## src/rtl/coil_winding_step_sequencer_defines.svh

```systemverilog
// assertion macros for the coil winding step sequencer
// no dependencies; included by modules that carry assertions
`ifndef COIL_WINDING_STEP_SEQUENCER_DEFINES_SVH
`define COIL_WINDING_STEP_SEQUENCER_DEFINES_SVH

// implication checked in the same cycle, quiet during reset
`define CWSS_ASSERT_NOW(lbl, ante, cons) \
    lbl: assert property (@(posedge i_clk) disable iff (!i_rst_n) (ante) |-> (cons)) \
        else $error("cwss: check failed");

// implication checked in the following cycle, quiet during reset
`define CWSS_ASSERT_NEXT(lbl, ante, cons) \
    lbl: assert property (@(posedge i_clk) disable iff (!i_rst_n) (ante) |=> (cons)) \
        else $error("cwss: check failed");

`endif

```

## src/rtl/cwss_pkg.sv

```systemverilog
// types and constants shared by the coil winding step sequencer
// no dependencies
package cwss_pkg;

    localparam int unsigned TURNS_W = 16;
    localparam int unsigned COUNT_W = 8;
    localparam int unsigned CFG_IDX_W = 2;
    localparam int unsigned CFG_DATA_W = 16;

    // configuration register indexes
    localparam logic [CFG_IDX_W-1:0] CFG_TURNS_TARGET       = 2'd0;
    localparam logic [CFG_IDX_W-1:0] CFG_TRAVERSE_STEPS     = 2'd1;
    localparam logic [CFG_IDX_W-1:0] CFG_TURNS_PER_REVERSAL = 2'd2;

    // traverse step count ceiling
    localparam logic [COUNT_W-1:0] TRAVERSE_STEPS_MAX = 8'd254;

    // status codes
    localparam logic [1:0] ST_IDLE    = 2'd0;
    localparam logic [1:0] ST_HOMING  = 2'd1;
    localparam logic [1:0] ST_WINDING = 2'd2;
    localparam logic [1:0] ST_FAULT   = 2'd3;

    typedef enum logic [2:0] {
        PH_IDLE,
        PH_HOME,
        PH_SPIN,
        PH_TRAV,
        PH_FAULT
    } t_phase;

    typedef struct packed {
        logic [TURNS_W-1:0] turns_target;
        logic [COUNT_W-1:0] traverse_steps;
        logic [TURNS_W-1:0] turns_per_reversal;
    } t_cfg;

    typedef struct packed {
        logic func;
        logic home_switch;
        logic fault_x;
        logic fault_r;
    } t_item;

    typedef struct packed {
        t_phase             phase;
        logic [TURNS_W-1:0] remaining_turns;
        logic [COUNT_W-1:0] spindle_count;
        logic [COUNT_W-1:0] traverse_count;
        logic [TURNS_W-1:0] reversal_count;
        logic               direction;
    } t_state;

    typedef struct packed {
        logic               spindle_step;
        logic               traverse_step;
        logic               traverse_dir;
        logic [TURNS_W-1:0] turns_left;
        logic [1:0]         status;
        logic               finished;
    } t_result;

endpackage

```

## src/rtl/cwss_cfg.sv

```systemverilog
// configuration registers of the coil winding step sequencer
// depends on cwss_pkg
module cwss_cfg import cwss_pkg::*; (
    input  logic                  i_clk,
    input  logic                  i_rst_n,
    input  logic                  i_cfg_we,
    input  logic [CFG_IDX_W-1:0]  i_cfg_idx,
    input  logic [CFG_DATA_W-1:0] i_cfg_data,
    output t_cfg                  o_cfg
);

    t_cfg             r_cfg;
    logic [COUNT_W-1:0] w_steps_in;

    // traverse steps saturate below the all-ones value
    assign w_steps_in = (i_cfg_data[COUNT_W-1:0] > TRAVERSE_STEPS_MAX) ?
                        TRAVERSE_STEPS_MAX : i_cfg_data[COUNT_W-1:0];

    // register writes
    always_ff @(posedge i_clk) begin
        if (!i_rst_n) begin
            r_cfg <= '0;
        end else if (i_cfg_we) begin
            case (i_cfg_idx)
                CFG_TURNS_TARGET:       r_cfg.turns_target <= i_cfg_data[TURNS_W-1:0];
                CFG_TRAVERSE_STEPS:     r_cfg.traverse_steps <= w_steps_in;
                CFG_TURNS_PER_REVERSAL: r_cfg.turns_per_reversal <= i_cfg_data[TURNS_W-1:0];
                default: begin
                end
            endcase
        end
    end

    assign o_cfg = r_cfg;

endmodule

```

## src/rtl/cwss_step.sv

```systemverilog
// next-state and result logic for one word of the step sequencer
// depends on cwss_pkg
module cwss_step import cwss_pkg::*; #(
    parameter int unsigned STEPS_PER_TURN = 199
) (
    input  t_cfg    i_cfg,
    input  t_state  i_state,
    input  t_item   i_item,
    output t_state  o_state,
    output t_result o_result
);

    localparam logic [COUNT_W-1:0] SPT = COUNT_W'(STEPS_PER_TURN);

    logic               w_fault;
    logic               w_home;
    logic [COUNT_W-1:0] w_sc_dec;
    logic [COUNT_W-1:0] w_tc_inc;
    logic [TURNS_W-1:0] w_rc_inc;
    logic               w_turn_done;
    logic               w_trav_done;
    logic               w_reverse;
    t_phase             n_phase;

    assign w_fault     = i_item.fault_x | i_item.fault_r;
    assign w_home      = i_item.home_switch;
    assign w_sc_dec    = i_state.spindle_count - COUNT_W'(1);
    assign w_tc_inc    = i_state.traverse_count + COUNT_W'(1);
    assign w_rc_inc    = i_state.reversal_count + TURNS_W'(1);
    assign w_turn_done = (w_sc_dec == '0);
    assign w_trav_done = (w_tc_inc > i_cfg.traverse_steps);
    assign w_reverse   = (i_cfg.turns_per_reversal != '0) &&
                         (w_rc_inc == i_cfg.turns_per_reversal);

    // next phase
    always_comb begin
        n_phase = i_state.phase;
        if (w_fault) begin
            n_phase = PH_FAULT;
        end else begin
            case (i_state.phase)
                PH_IDLE: begin
                    if (i_item.func) begin
                        if (!w_home) begin
                            n_phase = PH_HOME;
                        end else if (i_cfg.turns_target != '0) begin
                            n_phase = PH_SPIN;
                        end
                    end
                end
                PH_HOME: begin
                    if (w_home) begin
                        n_phase = (i_state.remaining_turns == '0) ? PH_IDLE : PH_SPIN;
                    end
                end
                PH_SPIN: begin
                    if (w_turn_done) begin
                        n_phase = PH_TRAV;
                    end
                end
                PH_TRAV: begin
                    if (w_trav_done) begin
                        n_phase = (i_state.remaining_turns == '0) ? PH_IDLE : PH_SPIN;
                    end
                end
                default: n_phase = PH_FAULT;
            endcase
        end
    end

    // counters, pulses and result word
    always_comb begin
        o_state       = i_state;
        o_state.phase = n_phase;
        o_result      = '0;
        if (w_fault || i_state.phase == PH_FAULT) begin
            o_state.remaining_turns = '0;
        end else begin
            case (i_state.phase)
                PH_IDLE: begin
                    if (i_item.func) begin
                        o_state.remaining_turns = i_cfg.turns_target;
                        o_state.spindle_count   = SPT;
                        o_state.traverse_count  = '0;
                        o_state.reversal_count  = '0;
                        o_state.direction       = !w_home;
                        o_result.finished       = w_home && (i_cfg.turns_target == '0);
                    end
                end
                PH_HOME: begin
                    if (!w_home) begin
                        o_result.traverse_step = 1'b1;
                    end else begin
                        o_state.direction = 1'b0;
                        o_result.finished = (i_state.remaining_turns == '0);
                    end
                end
                PH_SPIN: begin
                    o_result.spindle_step = 1'b1;
                    if (w_turn_done) begin
                        o_state.remaining_turns = i_state.remaining_turns - TURNS_W'(1);
                        o_state.spindle_count   = SPT;
                        o_state.traverse_count  = '0;
                    end else begin
                        o_state.spindle_count = w_sc_dec;
                    end
                end
                PH_TRAV: begin
                    o_result.traverse_step = 1'b1;
                    if (w_trav_done) begin
                        o_state.traverse_count = '0;
                        o_state.reversal_count = w_reverse ? '0 : w_rc_inc;
                        o_state.direction      = i_state.direction ^ w_reverse;
                        o_result.finished      = (i_state.remaining_turns == '0);
                    end else begin
                        o_state.traverse_count = w_tc_inc;
                    end
                end
                default: o_state.remaining_turns = '0;
            endcase
        end
        o_result.traverse_dir = o_state.direction;
        o_result.turns_left   = o_state.remaining_turns;
        case (n_phase)
            PH_FAULT: o_result.status = ST_FAULT;
            PH_HOME:  o_result.status = ST_HOMING;
            PH_SPIN:  o_result.status = ST_WINDING;
            PH_TRAV:  o_result.status = ST_WINDING;
            default:  o_result.status = ST_IDLE;
        endcase
    end

endmodule

```

## src/rtl/coil_winding_step_sequencer.sv

```systemverilog
// Coil winding step sequencer: drives the spindle and traverse step motors
// of a coil winder, one pulse slot per input word.
//
// Input channel: i_valid / o_stall carry one word (func, home switch and
// two fault bits). A word is taken at an edge with i_valid high and o_stall
// low. func 0 is a pulse tick, func 1 starts a run (homing, then winding).
// Output channel: o_valid / i_stall carry one result word per input word:
// step pulses, direction, turns left, status and a finished flag.
// Configuration: i_cfg_we writes register i_cfg_idx (0 turns target,
// 1 traverse steps, 2 turns per reversal); the user must write only while
// no word is in flight, the block itself does not enforce it.
// A word is held in the input register, its result in the output register.
// Throughput: one word per cycle while the output is not stalled; the
// sequencing state advances in a single pass of logic between the input
// and output registers. A stall on the output holds the result word; the
// input register keeps taking a word until it is full, then o_stall rises.
// Reset (synchronous, active low) clears the valid flags, the configuration,
// the run state and the fault latch; a latched fault stays until the next reset.
// depends on cwss_pkg, cwss_cfg, cwss_step and the defines header
`include "coil_winding_step_sequencer_defines.svh"

module coil_winding_step_sequencer import cwss_pkg::*; #(
    parameter int unsigned STEPS_PER_TURN = 199
) (
    input  logic                  i_clk,
    input  logic                  i_rst_n,
    // configuration port
    input  logic                  i_cfg_we,
    input  logic [CFG_IDX_W-1:0]  i_cfg_idx,
    input  logic [CFG_DATA_W-1:0] i_cfg_data,
    // input channel
    input  logic                  i_valid,
    output logic                  o_stall,
    input  logic                  i_func,
    input  logic                  i_home_switch,
    input  logic                  i_fault_x,
    input  logic                  i_fault_r,
    // output channel
    output logic                  o_valid,
    input  logic                  i_stall,
    output logic                  o_spindle_step,
    output logic                  o_traverse_step,
    output logic                  o_traverse_dir,
    output logic [TURNS_W-1:0]    o_turns_left,
    output logic [1:0]            o_status,
    output logic                  o_finished
);

    t_cfg    w_cfg;
    t_item   r_item;
    logic    r_in_valid;
    t_state  r_state;
    t_state  n_state;
    t_result n_result;
    t_result r_result;
    logic    r_out_valid;
    logic    w_out_free;
    logic    w_advance;
    logic    w_take;

    cwss_cfg u_cfg (
        .i_clk      (i_clk),
        .i_rst_n    (i_rst_n),
        .i_cfg_we   (i_cfg_we),
        .i_cfg_idx  (i_cfg_idx),
        .i_cfg_data (i_cfg_data),
        .o_cfg      (w_cfg)
    );

    cwss_step #(
        .STEPS_PER_TURN (STEPS_PER_TURN)
    ) u_step (
        .i_cfg    (w_cfg),
        .i_state  (r_state),
        .i_item   (r_item),
        .o_state  (n_state),
        .o_result (n_result)
    );

    // pipeline handshake
    assign w_out_free = !r_out_valid || !i_stall;
    assign w_advance  = r_in_valid && w_out_free;
    assign o_stall    = r_in_valid && !w_out_free;
    assign w_take     = i_valid && !o_stall;

    // input register
    always_ff @(posedge i_clk) begin
        if (!i_rst_n) begin
            r_in_valid <= 1'b0;
        end else if (w_take) begin
            r_in_valid <= 1'b1;
        end else if (w_advance) begin
            r_in_valid <= 1'b0;
        end
    end

    always_ff @(posedge i_clk) begin
        if (w_take) begin
            r_item <= '{func: i_func, home_switch: i_home_switch,
                        fault_x: i_fault_x, fault_r: i_fault_r};
        end
    end

    // sequencing state
    always_ff @(posedge i_clk) begin
        if (!i_rst_n) begin
            r_state.phase           <= PH_IDLE;
            r_state.remaining_turns <= '0;
            r_state.spindle_count   <= COUNT_W'(STEPS_PER_TURN);
            r_state.traverse_count  <= '0;
            r_state.reversal_count  <= '0;
            r_state.direction       <= 1'b0;
        end else if (w_advance) begin
            r_state <= n_state;
        end
    end

    // output register
    always_ff @(posedge i_clk) begin
        if (!i_rst_n) begin
            r_out_valid <= 1'b0;
        end else if (w_out_free) begin
            r_out_valid <= r_in_valid;
        end
    end

    always_ff @(posedge i_clk) begin
        if (w_advance) begin
            r_result <= n_result;
        end
    end

    assign o_valid         = r_out_valid;
    assign o_spindle_step  = r_result.spindle_step;
    assign o_traverse_step = r_result.traverse_step;
    assign o_traverse_dir  = r_result.traverse_dir;
    assign o_turns_left    = r_result.turns_left;
    assign o_status        = r_result.status;
    assign o_finished      = r_result.finished;

    // a latched fault never clears without reset
    `CWSS_ASSERT_NEXT(a_fault_sticky, r_state.phase == PH_FAULT, r_state.phase == PH_FAULT)
    // a fault word carries no pulse and no turns
    `CWSS_ASSERT_NOW(a_fault_quiet, o_valid && o_status == ST_FAULT,
        o_turns_left == '0 && !o_spindle_step && !o_traverse_step)
    // the two motors never step in the same slot
    `CWSS_ASSERT_NOW(a_one_pulse, o_valid, !(o_spindle_step && o_traverse_step))
    // a finished run leaves the sequencer idle
    `CWSS_ASSERT_NOW(a_finish_idle, o_valid && o_finished, o_status == ST_IDLE)
    // a blocked word stays in the input register
    `CWSS_ASSERT_NEXT(a_hold_blocked, r_in_valid && !w_out_free, r_in_valid)

endmodule
```

## config.mk

```make
export PLATFORM = sky130hd
export DESIGN_NAME = coil_winding_step_sequencer
export DESIGN_NICKNAME = d
export VERILOG_FILES = /design/src/rtl/cwss_pkg.sv /design/src/rtl/cwss_cfg.sv /design/src/rtl/cwss_step.sv /design/src/rtl/coil_winding_step_sequencer.sv
export VERILOG_INCLUDE_DIRS = /design/src /design/src/rtl
export SDC_FILE = /design/constraint.sdc
export NUM_CORES = 1
export LEC_CHECK = 0
export BUFFER_PORTS_ARGS = -buffer_cell sky130_fd_sc_hd__buf_2
export CAP_MARGIN = 40
export CORE_MARGIN = 5
export CORE_UTILIZATION = 60
export CTS_BUF_LIST = sky130_fd_sc_hd__clkbuf_4 sky130_fd_sc_hd__clkbuf_8
export DETAILED_ROUTE_END_ITERATION = 10
export PLACE_DENSITY_LB_ADDON = 0.25
export SYNTH_ARGS = -nofsm -noshare
export SYNTH_HDL_FRONTEND = slang
export SYNTH_SLANG_ARGS = --single-unit
```

## constraint.sdc

```tcl
create_clock -name i_clk -period 4.4 [get_ports i_clk]
set_input_delay 0.22 -clock i_clk [delete_from_list [all_inputs] [get_ports i_clk]]
set_output_delay 0.22 -clock i_clk [all_outputs]
set_load 0.05 [all_outputs]
```

After elaboration in Yosys (flattened, before gate mapping)
Cells that the tools add are included.

Input port bits: 27. Word-level logic and storage cells: 110. Register bits: 120. Output and inout port bits: 24.

Bitwise gates (word level): 3. $add $sub $neg: 4. Equal/unequal tests: 14. Magnitude comparators: 2. Mux-type cells: 35. Reduce and logical (&&, ||, !) cells: 31.

Operators with widths (number): $mux 49 (1); $mux 16 (3); $pmux 16 s3 (1); $logic_not 16->1 (2); $mux 8 (4); $pmux 16 s2 (1); $reduce_bool 16->1 (2); $pmux 8 s3 (1); $mux 3 (7); $mux 17 (1); $add 16x1->16 const B (1); $eq 16x16->1 (1); $pmux 8 s2 (1); $sub 16x1->16 const B (1); $eq 3x2->1 const B (4); $pmux 3 s4 (1); $reduce_and 5->1 (2); $mux 1 (9); $add 8x1->8 const B (1); $gt 8x8->1 (1); $gt 8x8->1 const B (1); $logic_not 8->1 (1); $sub 8x1->8 const B (1); $eq 3x1->1 const B (2); other kinds (22) (39).

Depth between registers and ports, before layout
Depth after elaboration: 9. Gate-level depth with buffers: 13. Gate-level depth less buffers: 12.

Modules after synthesis
Synthesis repeated with hierarchy kept, for this count alone.

Cells, all modules: 863. Area total of the unflattened synthesis: 7305.8 µm².

Modules (own cells, without submodules): coil_winding_step_sequencer (seq. area each 1861.8 µm², area an instance 3012.9 µm², instances 1, cells an instance 260); cwss_step (seq. area each 0.0 µm², area an instance 2735.1 µm², instances 1, cells an instance 431); cwss_cfg (seq. area each 800.8 µm², area an instance 1557.7 µm², instances 1, cells an instance 172).

Least setup slack after synthesis
OpenSTA, ideal clock, no wires.

Kind: reg-to-reg. Start: register r_state[19] in the netlist's numbering. End: register r_result, in the netlist o_traverse_dir (data pin). Buffers on the path: 0. Library setup time: 0.265 ns. Arrival time: 2.756 ns. Path slack: 1.379 ns. Stages on the path, launching flop included: 13. Path through: dfxtp_1 -> nand3_1 -> or2_2 -> or2_2 -> xnor2_1 -> ha_1 -> nand4_1 -> nand2b_1 -> a21oi_1 -> nor2_1 -> nor3b_1 -> nor4bb_1 -> nor3b_2.

RTL lines: start, declared (line coil_winding_step_sequencer.sv:52) `t_state r_state;`; start signal, assigned (line coil_winding_step_sequencer.sv:114) `r_state <= n_state;`; end signal, assigned (line coil_winding_step_sequencer.sv:129) `r_result <= n_result;`; end, declared (line coil_winding_step_sequencer.sv:55) `t_result r_result;`.

==> results.tsv <==
stage	metric	value	unit
run_status	status	complete, no violations	
global_route	grt_max_degree	48	
timing	setup_viol	0	
critical_path	crit_top_cell	or2_2	
timing	hold_viol_final	0	
route	highest_layer	met4	
clock_tree	cts_setup_buffers	0	
global_route	antenna_found_initial	0	
power_and_ir_drop	pwr-share-seq	47.6	%
critical_path	path_cells	nand3_1 > or2_2 > or2_2 > xnor2_1 > ha_1 > nand4_1 > nand2b_1 > a21oi_1 > nor2_1 > nor3b_1 > nor4bb_1 > nor3b_2	
floorplan	initial_utilization	60.54	%
route	wl_met2	8882	um
clock_tree	cts_buffers	17	
route	first_pass_iters	5	
critical_path	critPathCaptureType	flip-flop	
worst_hold_path	min_path_type	in2reg	
critical_path	crit_required	4.60	ns
final_layout	final_common_cell	nand2_1	
global_route	grt_pass1_vias	6321	
timing	relSlewSlack	37.07	%
clock_tree	clock_path_buffers	2	
critical_path	start_kind	flip-flop	
clock_tree	tritoncts	built	
critical_path	path_class	reg2reg	
final_layout	ff_latch_area	2663	um^2
timing	fin_crit_sh	78.25	%
timing	whs	0.02626	ns
floorplan	coreArea	11320	um^2
final_layout	fill_cells	956	
yosys	synth_cell_types	71	
power_and_ir_drop	p_int	1831	uW
clock_tree	clk_latency	0.45	ns
route	wl	18360	um
timing	max_freq	290.4	MHz
clock_tree	htree_levels	4	
placement	hpwl	12670	um
global_route	overflow	0	
critical_path	path_max_fanout	5	
timing	rsz0062_at_grt	false	
power_and_ir_drop	p_leak	0.002862	uW
floorplan	die_w	116.9	um
timing	slew_violations	0	
job	drv_cap	0	
power_and_ir_drop	power.density_cell_area	325.3	nW/um^2
clock_tree	cts.clk_slew.worst_paths	0.07	ns
route	vias	6684	
clock_tree	post_cts_resized	0	
floorplan	dieArea	13660	um^2
yosys	synthArstFlopShare	0	%
power_and_ir_drop	ir_drop	0.2193	mV
final_layout	area_growth	10.46	%
power_and_ir_drop	p_sw	632.3	uW
yosys	synth-main-ff-cell	dfxtp_1	
final_layout	diodes	0	
floorplan	rows	39	
placement	place.gp.congestion	0.9041	
final_layout	final_util	66.88	%
timing	worst_pin_slew	0.9440	ns
timing	period_needed	3.443	ns
floorplan	num_io_pins	51	
power_and_ir_drop	power.share.clock	42.7	%
route	viasPerCell	6.421	
yosys	ys_seq_elements	120	
yosys	synth_edf_count	26	
final_layout	multiInputGateArea	3847	um^2
yosys	yosysWarnings	0	
placement	io_buffers	50	
route	ant_nets	0	
global_route	grt_first_pass_wirelength	29880	um
global_route	grt_usage	27.52	%
critical_path	cpPeakStageDelay	0.41	ns
yosys	synthesis.area	6854	um^2
final_layout	final_cell_mix	nand2_1 (150), dfxtp_1 (94), a21oi_1 (80)	
final_layout	drive_gt1_share	12.81	%
critical_path	worst_path_max_delay_cell	dfxtp_1	
route	wl_per_cell	17.63	um
yosys	syn_area_per_cell	7.933	um^2
yosys	synth_seq_area_share	38.85	%
critical_path	cp_data_arrival_time	3.64	ns
route	first_iter_violations	601	
final_layout	final_nets	925	
yosys	synthesis.nets	904	
clock_tree	cts.root.buffer_cell	clkbuf_8	
route	wl_met3	1489	um
clock_tree	cts_hold_buf	6	
route	drc_errors	0	
power_and_ir_drop	power_frac_comb	9.6	%
route	wirelength_met1	7461	um
timing	fin_skew	0.01016	ns
yosys	synthCells	864	
timing	tns	0	ns
clock_tree	numClockSinks	120	
power_and_ir_drop	p_sw_share	25.67	%
floorplan	die_y	116.9	um
-- metal layers --
metal / track usage, % / vias to the layer above
met5: 0 / -
met4: 12.61 / 0
met3: 4.987 / 60
met2: 46.91 / 330
met1: 33.88 / 3139
li1: - / 3155
-- registers in the layout, indices dropped and copies added, names as in the netlist --
register         flops
r_in_valid           1
o_status             2
r_item               4
o_traverse_step      1
o_turns_left        16
u_cfg.o_cfg         40
o_traverse_dir       1
o_finished           1
o_valid              1
r_state             52
o_spindle_step       1
-- Yosys cell counts, drive strengths merged, types with 16 or more instances --
library cell | number | share of area, %
nor2 | 76 | 4.3
nand3 | 33 | 2.6
a21oi | 80 | 5.8
dfxtp | 94 | 27
xnor2 | 23 | 2.9
o21ai | 31 | 2.3
nand2 | 150 | 8.2
clkbuf | 48 | 2.6
and3 | 16 | 1.5
inv | 21 | 1.2
buf | 16 | 1.3
nor3 | 30 | 2.2
o22ai | 19 | 1.7
edfxtp | 26 | 11
nor4 | 17 | 1.9
-- kinds of logic after synthesis --
family	synth area share [%]
fa+ha+maj	2.373
flops	38.85
xor+xnor	4.600
buf+inv	5.166
mux	1.625
compound gates	19.24
simple gates	28.15
-- final timing paths --
kind / end / cells past startpoint / start / slack, ns
setup / recovery: o_traverse_dir / 12 / r_state[19] / 0.96
hold / removal: u_cfg.o_cfg[39] / 3 / i_cfg_data[15] / 0.03
setup reg to reg: o_traverse_dir / 12 / r_state[19] / 0.96
hold reg to reg: u_cfg.o_cfg[33] / 2 / u_cfg.o_cfg[33] / 0.49
-- stage by stage --
| stage | power, uW | cells | cell area [um^2] | setup WS [ns] |
|---|---|---|---|---|
| after floorplan | 1353 | 864 | 6854 | 1.379 |
| after global placement | 1418 | 1001 | 7082 | 1.242 |
| after detailed placement | 1426 | 1003 | 7097 | 0.9972 |
| after CTS | 2462 | 1041 | 7571 | 0.9825 |
| after global routing | 2539 | 1041 | 7571 | 0.6452 |
| final | 2463 | 1041 | 7571 | 0.9568 |
-- critical path: cells and delay by family, from the launching register on --
| kind | cells | cell delay [ns] |
|---|---|---|
| xor gates and xnor gates | 1 | 0.15 |
| adders and majority gates | 1 | 0.32 |
| DFF | 1 | 0.41 |
| and+or+nand+nor | 9 | 2.05 |
| AOI/OAI and AO/OA | 1 | 0.26 |
-- power by group through the flow --
stage	clock, uW	combinational, uW	sequential, uW
floorplan	0	131	1220
global placement	0	222	1200
detailed placement	0	229	1200
CTS	1060	234	1170
global route	1110	256	1170
finish	1050	238	1170
-- cell type report --
class,instances,area share [%]
clock inverters,9,1.620
flip-flops and latches,120,35.17
multi-input cells,658,50.82
well taps,143,2.363
inverters,22,1.091
clock buffers,23,3.851
repair buffers,66,5.090
Power figures use the tool's default switching activity.
